<file path="config.mk">
export PLATFORM = sky130hd
export DESIGN_NAME = length_prefixed_string_deframer
export DESIGN_NICKNAME = d
export VERILOG_FILES = /design/src/hw/rtl/lpsd_pkg.sv /design/src/hw/rtl/lpsd_parser.sv /design/src/hw/rtl/lpsd_out_reg.sv /design/src/hw/rtl/length_prefixed_string_deframer.sv
export SDC_FILE = /design/constraint.sdc
export NUM_CORES = 1
export LEC_CHECK = 0
export BUFFER_PORTS_ARGS = -buffer_cell sky130_fd_sc_hd__buf_2
export CAP_MARGIN = 20
export CORE_AREA = 2 2 87 110
export CTS_CLUSTER_DIAMETER = 100
export DETAILED_ROUTE_END_ITERATION = 7
export DIE_AREA = 0 0 89 112
export PLACE_DENSITY = 0.73
export SETUP_SLACK_MARGIN = 0.05
export SYNTH_ARGS = -nofsm -noshare
export SYNTH_HDL_FRONTEND = slang
export SYNTH_SLANG_ARGS = --single-unit
</file>
<file path="constraint.sdc">
create_clock -name clock -period 6.53 [get_ports clock]
set_clock_uncertainty 0.2 [all_clocks]
set_input_delay 1.6325 -clock clock [delete_from_list [all_inputs] [get_ports clock]]
set_output_delay 1.6325 -clock clock [all_outputs]
set_load 0.01 [all_outputs]
</file>
<file path="src/hw/rtl/lpsd_pkg.sv">
// ----------------------------------------------------------------------------
// lpsd_pkg
// shared widths, constants and the result record of the string deframer
// ----------------------------------------------------------------------------
package lpsd_pkg;

   localparam int HEADER_DIGITS_DEFAULT = 3;

   localparam int BYTE_W  = 8;
   localparam int COUNT_W = 10;

   localparam logic [COUNT_W-1:0] COUNT_MAX = '1;

   typedef struct packed {
      logic [BYTE_W-1:0]  out_byte;
      logic               byte_valid;
      logic               end_of_word;
      logic               end_of_message;
      logic [COUNT_W-1:0] word_number;
      logic               header_error;
   } result_type;

endpackage

</file>
<file path="src/hw/rtl/lpsd_parser.sv">
// ----------------------------------------------------------------------------
// lpsd_parser
// framing state and the per-byte step: headers, payload, markers and errors
// ----------------------------------------------------------------------------
module lpsd_parser import lpsd_pkg::*; #(
   parameter int HEADER_DIGITS = HEADER_DIGITS_DEFAULT
) (
   input  logic              clock,
   input  logic              reset,
   input  logic              step,
   input  logic [BYTE_W-1:0] in_byte,
   output logic              res_valid,
   output result_type        res
);

   localparam int DP_W = (HEADER_DIGITS > 1) ? $clog2(HEADER_DIGITS) : 1;
   localparam logic [DP_W-1:0] DP_LAST = DP_W'(HEADER_DIGITS - 1);
   localparam int ACC_W = COUNT_W + 5;

   localparam logic [1:0] PH_COUNT   = 2'd0;
   localparam logic [1:0] PH_LENGTH  = 2'd1;
   localparam logic [1:0] PH_PAYLOAD = 2'd2;

   localparam logic [BYTE_W-1:0] ASCII_ZERO = 8'h30;
   localparam logic [BYTE_W-1:0] ASCII_NINE = 8'h39;

   logic [1:0]         phase_ff, phase_in;
   logic [DP_W-1:0]    digit_pos_ff, digit_pos_in;
   logic [COUNT_W-1:0] header_ff, header_in;
   logic [COUNT_W-1:0] words_left_ff, words_left_in;
   logic [COUNT_W-1:0] bytes_left_ff, bytes_left_in;
   logic [COUNT_W-1:0] word_ff, word_in;

   logic               is_digit;
   logic [ACC_W-1:0]   acc;
   logic [COUNT_W-1:0] header_next;
   logic [COUNT_W-1:0] words_dec;
   logic               last_byte;
   logic               last_word;

   assign is_digit    = (in_byte >= ASCII_ZERO) && (in_byte <= ASCII_NINE);
   assign acc         = ACC_W'(header_ff) * ACC_W'(10) + ACC_W'(in_byte[3:0]);
   assign header_next = (acc > ACC_W'(COUNT_MAX)) ? COUNT_MAX : acc[COUNT_W-1:0];
   assign words_dec   = (words_left_ff != '0) ? words_left_ff - 1'b1 : words_left_ff;
   assign last_byte   = (bytes_left_ff <= COUNT_W'(1));
   assign last_word   = (words_left_ff <= COUNT_W'(1));

   always_comb begin
      phase_in      = phase_ff;
      digit_pos_in  = digit_pos_ff;
      header_in     = header_ff;
      words_left_in = words_left_ff;
      bytes_left_in = bytes_left_ff;
      word_in       = word_ff;
      res_valid     = 1'b0;
      res           = '0;

      if (phase_ff == PH_PAYLOAD) begin
         res_valid          = 1'b1;
         res.out_byte       = in_byte;
         res.byte_valid     = 1'b1;
         res.end_of_word    = last_byte;
         res.end_of_message = last_byte && last_word;
         res.word_number    = word_ff;
         if (bytes_left_ff != '0) begin
            bytes_left_in = bytes_left_ff - 1'b1;
         end
         if (last_byte) begin
            // close the word, and the message with the last one
            words_left_in = words_dec;
            word_in       = word_ff + 1'b1;
            phase_in      = PH_LENGTH;
            if (words_dec == '0) begin
               phase_in      = PH_COUNT;
               digit_pos_in  = '0;
               header_in     = '0;
               bytes_left_in = '0;
               word_in       = '0;
            end
         end
      end else begin
         if (phase_ff != PH_LENGTH) begin
            phase_in = PH_COUNT;
         end
         if (!is_digit) begin
            res_valid          = 1'b1;
            res.header_error   = 1'b1;
            phase_in      = PH_COUNT;
            digit_pos_in  = '0;
            header_in     = '0;
            words_left_in = '0;
            bytes_left_in = '0;
            word_in       = '0;
         end else if (digit_pos_ff != DP_LAST) begin
            header_in    = header_next;
            digit_pos_in = digit_pos_ff + 1'b1;
         end else begin
            digit_pos_in = '0;
            header_in    = '0;
            if (phase_ff != PH_LENGTH) begin
               if (header_next == '0) begin
                  res_valid          = 1'b1;
                  res.end_of_message = 1'b1;
               end else begin
                  words_left_in = header_next;
                  word_in       = '0;
                  phase_in      = PH_LENGTH;
               end
            end else if (header_next == '0) begin
               // empty word marker
               res_valid          = 1'b1;
               res.end_of_word    = 1'b1;
               res.end_of_message = last_word;
               res.word_number    = word_ff;
               words_left_in = words_dec;
               word_in       = word_ff + 1'b1;
               phase_in      = PH_LENGTH;
               if (words_dec == '0) begin
                  phase_in      = PH_COUNT;
                  bytes_left_in = '0;
                  word_in       = '0;
               end
            end else begin
               bytes_left_in = header_next;
               phase_in      = PH_PAYLOAD;
            end
         end
      end
   end

   always_ff @(posedge clock) begin
      if (reset) begin
         phase_ff      <= PH_COUNT;
         digit_pos_ff  <= '0;
         header_ff     <= '0;
         words_left_ff <= '0;
         bytes_left_ff <= '0;
         word_ff       <= '0;
      end else if (step) begin
         phase_ff      <= phase_in;
         digit_pos_ff  <= digit_pos_in;
         header_ff     <= header_in;
         words_left_ff <= words_left_in;
         bytes_left_ff <= bytes_left_in;
         word_ff       <= word_in;
      end
   end

endmodule

</file>
<file path="src/hw/rtl/lpsd_out_reg.sv">
// ----------------------------------------------------------------------------
// lpsd_out_reg
// result register with valid/stall handshake toward the consumer
// ----------------------------------------------------------------------------
module lpsd_out_reg import lpsd_pkg::*; (
   input  logic       clock,
   input  logic       reset,
   input  logic       load,
   input  result_type load_data,
   input  logic       rsp_stall,
   output logic       free,
   output logic       rsp_valid,
   output result_type rsp_data
);

   logic       valid_ff, valid_in;
   result_type data_ff;

   assign free      = !valid_ff || !rsp_stall;
   assign rsp_valid = valid_ff;
   assign rsp_data  = data_ff;

   always_comb begin
      valid_in = valid_ff;
      if (load) begin
         valid_in = 1'b1;
      end else if (free) begin
         valid_in = 1'b0;
      end
   end

   always_ff @(posedge clock) begin
      if (reset) begin
         valid_ff <= 1'b0;
      end else begin
         valid_ff <= valid_in;
      end
   end

   always_ff @(posedge clock) begin
      if (load) begin
         data_ff <= load_data;
      end
   end

endmodule

</file>
<file path="src/hw/rtl/length_prefixed_string_deframer.sv">
// ----------------------------------------------------------------------------
// length_prefixed_string_deframer
// splits a decimal length-prefixed byte stream into words
// ----------------------------------------------------------------------------
// A message opens with HEADER_DIGITS ASCII digits giving the word count; each
// word opens with HEADER_DIGITS digits giving its length, then its payload
// bytes. Every payload byte comes out with its word index and end-of-word and
// end-of-message flags; an empty word gives one marker, a zero count gives one
// end-of-message marker, and a non-digit header byte gives an error and
// restarts the parser. Header digits otherwise give no response. Requests
// land in an input register, are parsed there and their responses go to an
// output register; one request is taken and one byte goes through per cycle
// as long as the response side does not stall.
// ----------------------------------------------------------------------------
module length_prefixed_string_deframer import lpsd_pkg::*; #(
   parameter int HEADER_DIGITS = HEADER_DIGITS_DEFAULT
) (
   input  logic               clock,
   input  logic               reset,
   input  logic               req_valid,
   output logic               req_stall,
   input  logic [BYTE_W-1:0]  req_in_byte,
   output logic               rsp_valid,
   input  logic               rsp_stall,
   output logic [BYTE_W-1:0]  rsp_out_byte,
   output logic               rsp_byte_valid,
   output logic               rsp_end_of_word,
   output logic               rsp_end_of_message,
   output logic [COUNT_W-1:0] rsp_word_number,
   output logic               rsp_header_error
);

   logic              in_valid_ff, in_valid_in;
   logic [BYTE_W-1:0] in_byte_ff;
   logic              out_free;
   logic              advance;
   logic              accept;
   logic              res_valid;
   result_type        res;
   result_type        rsp_data;

   assign advance   = in_valid_ff && out_free;
   assign req_stall = in_valid_ff && !out_free;
   assign accept    = req_valid && !req_stall;

   always_comb begin
      in_valid_in = in_valid_ff;
      if (accept) begin
         in_valid_in = 1'b1;
      end else if (advance) begin
         in_valid_in = 1'b0;
      end
   end

   always_ff @(posedge clock) begin
      if (reset) begin
         in_valid_ff <= 1'b0;
      end else begin
         in_valid_ff <= in_valid_in;
      end
   end

   always_ff @(posedge clock) begin
      if (accept) begin
         in_byte_ff <= req_in_byte;
      end
   end

   lpsd_parser #(
      .HEADER_DIGITS (HEADER_DIGITS)
   ) u_parser (
      .clock     (clock),
      .reset     (reset),
      .step      (advance),
      .in_byte   (in_byte_ff),
      .res_valid (res_valid),
      .res       (res)
   );

   lpsd_out_reg u_out_reg (
      .clock     (clock),
      .reset     (reset),
      .load      (advance && res_valid),
      .load_data (res),
      .rsp_stall (rsp_stall),
      .free      (out_free),
      .rsp_valid (rsp_valid),
      .rsp_data  (rsp_data)
   );

   assign rsp_out_byte       = rsp_data.out_byte;
   assign rsp_byte_valid     = rsp_data.byte_valid;
   assign rsp_end_of_word    = rsp_data.end_of_word;
   assign rsp_end_of_message = rsp_data.end_of_message;
   assign rsp_word_number    = rsp_data.word_number;
   assign rsp_header_error   = rsp_data.header_error;

endmodule

</file>
Yosys cells after proc, flatten, opt, wreduce, memory -nomap -nowiden --
Cells that the tools add are included.
Word-level totals: register bits after elaboration 76, input port bits 12
Cells by class: $lt $le $gt $ge 5, reductions and logical operators 21, multiply operators 1, mux-type cells 61, add/subtract/negate cells 5, equal/unequal tests 10
Operators with widths (number):
- $mux 10 | 31
- $mux 12 | 4
- $mux 2 | 13
- $le 10x1->1 const B | 2
- $logic_not 10->1 | 2
- $reduce_bool 10->1 | 2
- $sub 10x1->10 const B | 2
- $add 14x4->15 | 1
- $gt 15x10->1 const B | 1
- $mul 10x3->13 const B | 1
- $mux 1 | 13
- $ne 4x4->1 const B | 3
- $add 10x1->10 const B | 1
- $ge 8x6->1 const B | 1
- $le 8x6->1 const B | 1
- $logic_and 1x1->1 | 6
- $ne 3x3->1 const B | 2
- $reduce_and 5->1 | 1
- $logic_not 1->1 | 4
- $ne 2x1->1 const B | 2
- $ne 2x2->1 const B | 2
- $reduce_and 4->1 | 1
- $reduce_bool 2->1 | 2
- $reduce_and 3->1 | 1
- 4 further kinds | 4

Logic depth before layout (Yosys ltp) --
depth in word-level cells 11, depth in mapped cells 14, gate-level depth less buffers 13

Cells and area by module --
Synthesis repeated with hierarchy kept, for this count alone.
Unflattened totals: cells, all modules 524, area total of the unflattened synthesis 4768.3 um2
Modules (own cells, without submodules):
- lpsd_parser | area an instance 3772.4 um2, sequential area each 880.8 um2, cells an instance 484, instances 1
- lpsd_out_reg | area an instance 693.2 um2, sequential area each 680.7 um2, cells an instance 26, instances 1
- length_prefixed_string_deframer | area an instance 302.8 um2, sequential area each 260.2 um2, cells an instance 14, instances 1

Worst setup path after synthesis --
No wires, ideal clock.
kind register to register, from reg u_parser.header_ff[1], to reg u_out_reg.data_ff (netlist bit u_out_reg.rsp_data[0]), enable pin, clock period less this slack 3.982 ns, cell stages (with the launch flop) 12, path buffers 0, data arrival time 3.405 ns, library setup time 0.377 ns, setup slack 2.548 ns, cells stage by stage dfxtp_1 -> ha_1 -> ha_1 -> inv_1 -> fa_1 -> nor4b_4 -> and3_1 -> o211ai_1 -> a211oi_4 -> nand2_1 -> a21o_1 -> inv_1
On the way: word-level cells in the longest chain between the ends 10
RTL lines:
- from (decl) | RTL line lpsd_parser.sv:29 | logic [COUNT_W-1:0] header_ff, header_in;
- from (signal assigned) | RTL line lpsd_parser.sv:142 | header_ff <= header_in;
- $mul 10x3->13 (*) | RTL line lpsd_parser.sv:42 | assign acc = ACC_W'(header_ff) * ACC_W'(10) + ACC_W'(in_byte[3:0]);
- $add 14x4->15 (*) | RTL line lpsd_parser.sv:42
- $gt 15x10->1 | RTL line lpsd_parser.sv:43 | assign header_next = (acc > ACC_W'(COUNT_MAX)) ? COUNT_MAX : acc[COUNT_W-1:0];
- $mux 10 (*) | RTL line lpsd_parser.sv:43
- $logic_not 10->1 (*) | RTL line lpsd_parser.sv:101, lpsd_parser.sv:109
- $mux 1 (*) | RTL line lpsd_parser.sv:101, lpsd_parser.sv:109
- $mux 1 (*) | RTL line lpsd_parser.sv:94 | end else if (digit_pos_ff != DP_LAST) begin
- $mux 1 (*) | RTL line lpsd_parser.sv:85 | if (!is_digit) begin
- $mux 1 (*) | RTL line lpsd_parser.sv:58 | if (phase_ff == PH_PAYLOAD) begin
- $logic_and 1x1->1 (*) | RTL line length_prefixed_string_deframer.sv:83 | .load (advance && res_valid),
- via u_out_reg.load | RTL line lpsd_out_reg.sv:8 | input logic load,
- to (signal assigned) | RTL line lpsd_out_reg.sv:42 | data_ff <= load_data;
- to (decl) | RTL line lpsd_out_reg.sv:17 | result_type data_ff;
Mark *: on every way through the listed nets, which the timed path passes. The rest lies on a longest branch. A chain may end at the register's enable or synchronous reset.

Worst setup path after layout --
from reg u_parser.header_ff[1], to reg u_parser.words_left_ff[7]
On the way: word-level cells in the longest chain between the ends 9, elaborated cells on any way between the ends 13, those cells by class 1 x add/sub; 1 x mul; 1 x order compare; 2 x eq/ne; 6 x mux; 2 x reduce/logical
RTL lines:
- $mul 10x3->13 (*) | RTL line lpsd_parser.sv:42
- $add 14x4->15 (*) | RTL line lpsd_parser.sv:42
- $gt 15x10->1 | RTL line lpsd_parser.sv:43
- $mux 10 (*) | RTL line lpsd_parser.sv:43
- branches (longest 5 deep; another with $logic_not 10->1)
- to (signal assigned) | RTL line lpsd_parser.sv:143 | words_left_ff <= words_left_in;
- to (decl) | RTL line lpsd_parser.sv:30 | logic [COUNT_W-1:0] words_left_ff, words_left_in;
Mark *: on every way between the ends. The select of a mux whose other input is x is not followed.

==> run_results.csv <==
group,metric,value,unit
run_status,outcome,"finished, final reports clean",
synthesis,synthFlopType,"dfxtp_1",
synthesis,synth_common_cells,"nor2_1, dfxtp_1, a21oi_1",
die,dieArea,9970,um^2
die,die_h,112,um
cts,ctsHoldBuffers,0,
power,intPower,0.889,mW
cts,numClockSinks,76,
synthesis,seq_area_frac_synth,0.377,
power,power_switching,0.292,mW
global_routing,grt_max_degree,37,
setup_path,crit_path_start_kind,"flip-flop",
timing,fmax,219,MHz
cts,clk_latency,0.34,ns
placed_design,globalplace.congestion,0.906,
synthesis,ys_warn_count,0,
detailed_routing,wl_per_cell,17.1,um
run,max-cap-violations,0,
die,die_w,89,um
synthesis,yosysTopAreaCellShare,0.190,
power,p_leak,2.04,nW
setup_path,critPathRequiredTime,6.58,ns
setup_path,cp_max_fo,16,
setup_path,cp-end-kind,"flip-flop",
hold_path,hold_path_class,"flip-flop to flip-flop",
power,combPwrFrac,0.105,
synthesis,synth.distinct_cells,73,
detailed_routing,first_iter_violations,231,
timing,timing_hold_violations_final,0,
cts,cts_root_buf,"clkbuf_16",
power,power.share.sequential,0.439,
global_routing,first_global_vias,4174,
cts,cts_resized,0,
synthesis,synth_top_cell_by_area,"dfxtp_1",
cts,clockBufferDepth,2,
timing,tns,0,ns
synthesis,synthCells,546,
timing,holdWs,0.280,ns
detailed_routing,drc,0,
layout,diodes,0,
die,boundaryPins,36,
layout,layout.nets,614,
layout,drive_gt1_frac,0.133,
detailed_routing,viasPerCell,6.20,
synthesis,syn_area,4840,um^2
timing,setup_viol,0,
detailed_routing,dr.pass1.iters,5,
detailed_routing,drt-total-wl,12000,um
timing,period_share,0.700,
cts,cts_max_level,3,
layout,multi_input_area,2840,um^2
cts,numCtsBuffers,9,
die,start_util,0.539,
synthesis,syn_area_per_cell,8.86,um^2
synthesis,synthTopCellsByArea,"dfxtp_1, edfxtp_1, ha_1",
global_routing,antenna_found_initial,0,
cts,post_cts_buffers,0,
global_routing,overflow,0,
synthesis,synth_enable_flop_cells,30,
placed_design,dpl.hpwl,8640,um
power,vdd_drop_max,0.141,mV
timing,rsz0062_at_grt,"no",
cts,clkTransAtPathRegs,0.06,ns
power,swShare,0.247,
power,power_density,219,nW/um^2
layout,syn_to_final_growth,11.6,%
setup_path,worstSetupPathType,"flip-flop to flip-flop",
synthesis,ys_seq_elements,76,
die,core_area,8980,um^2
timing,worst_pin_slew,0.873,ns
global_routing,track_usage,0.252,
power,p_clk_frac,0.456,
timing,layout_min_cycle_time,4.57,ns
timing,drv_slew,0,
synthesis,syn-num-nets,587,
setup_path,arrival,4.62,ns
detailed_routing,num_vias,4346,
detailed_routing,ant_nets,0,
synthesis,yosysMostFrequentCell,"nor2_1",
layout,seqCellArea,1820,um^2
synthesis,ys_async_sr_fraction,0,
die,rows,39,
layout,nFillCells,795,
global_routing,grt_pass1_wl,19800,um
cts,cts_tree,"done",
placed_design,port_buffers,35,
setup_path,reg2reg_setup_slack,1.96,ns
timing,relSlewSlack,0.407,
==> logic make-up after synthesis <==
kind of cell             count (synthesis)  synth area share
AND/OR/NAND/NOR                        215             0.235
AO/OA/AOI/OAI                          165             0.231
flip-flops                              76             0.377
buffers and inverters                   41            0.0367
adder cells (fa/ha/maj)                 29            0.0781
XOR/XNOR                                11            0.0199
multiplexers                             9            0.0230
==> cells in the final DEF (no fill, tap or decap), types with 3 or more instances in the layout <==
cell and n:
a2111oi_0 3, a211oi_1 7, a21o_1 4, a21oi_1 43, a22oi_1 6, and2_1 11, and3_1 11, buf_2 35
clkbuf_16 9, dfxtp_1 46, edfxtp_1 30, ha_1 27, inv_1 20, mux2i_1 6, nand2_1 37, nand2b_1 9
nand3_1 6, nand4_1 3, nor2_1 52, nor2b_1 17, nor3_1 35, nor4_1 11, o2111ai_1 6, o211ai_1 9
o21a_1 9, o21ai_0 38, o21ai_1 5, o221a_2 3, o22ai_1 5, o31ai_1 3, or2_2 4, or3_1 3
or4_1 4, xnor2_1 6, xor2_1 5
==> area by class of cell <==
| class | count | area share |
|---|---|---|
| multi-input cells | 429 | 0.526 |
| flip-flops and latches | 76 | 0.338 |
| clock buffers | 11 | 0.0431 |
| repair buffers | 37 | 0.0352 |
| well taps | 123 | 0.0285 |
| clock inverters | 5 | 0.0158 |
| inverters | 20 | 0.0139 |
==> worst max-delay path, cell delays in order, from the launching register on <==
cell and delay (ns):
dfxtp_1 0.35, ha_1 0.30, ha_1 0.18, inv_1 0.07, fa_1 0.38, nand2b_1 0.19
a21oi_2 0.21, xnor2_1 0.16, nor4_2 0.41, mux2i_4 0.18, a211oi_4 0.46, mux2i_2 0.81
nand2_1 0.30, a211oi_1 0.28
==> worst paths after layout <==
path,startpoint,end,cells past startpoint
max,u_parser.header_ff[1],u_parser.words_left_ff[7],13
min reg2reg,u_parser.header_ff[0],u_parser.header_ff[0],2
max reg2reg,u_parser.header_ff[1],u_parser.words_left_ff[7],13
min,u_parser.header_ff[0],u_parser.header_ff[0],2
==> power groups by stage <==
stage	Combinational, mW	Clock [mW]	Sequential, mW
2_1_floorplan	0.0865	0	0.528
3_3_place_gp	0.119	0	0.528
3_5_place_dp	0.121	0	0.528
4_1_cts	0.121	0.546	0.518
5_1_grt	0.135	0.564	0.520
6_report	0.124	0.539	0.518
==> flip-flops by register name (all words and copies together), names as in the netlist <==
| register | cells |
|---|---|
| u_parser.bytes_left_ff | 10 |
| u_out_reg.rsp_valid | 1 |
| u_parser.word_ff | 10 |
| u_parser.phase_ff | 2 |
| u_parser.header_ff | 10 |
| in_valid_ff | 1 |
| in_byte_ff | 8 |
| u_parser.digit_pos_ff | 2 |
| u_out_reg.rsp_data | 22 |
| u_parser.words_left_ff | 10 |
==> per-layer routing <==
layer | part of all wire | track usage | vias to the layer above | wire length (um)
met5 | 0 | 0 | - | 0
met4 | 0.028 | 0.112 | 0 | 332
met3 | 0.049 | 0.0348 | 29 | 590
met2 | 0.50 | 0.414 | 150 | 6060
met1 | 0.42 | 0.325 | 2080 | 5030
li1 | - | - | 2087 | -
==> through the flow <==
step,util,instance area [um^2],std cells,power (mW),worst slack [ns]
after floorplan,-,4840,546,0.615,2.55
after global placement,0.565,5070,684,0.647,2.17
after detailed placement,0.565,5070,684,0.649,1.96
after CTS,0.600,5390,700,1.19,1.95
after global routing,0.601,5400,701,1.22,1.62
final,0.601,5400,701,1.18,1.96
(Power assumes the default switching activity.)
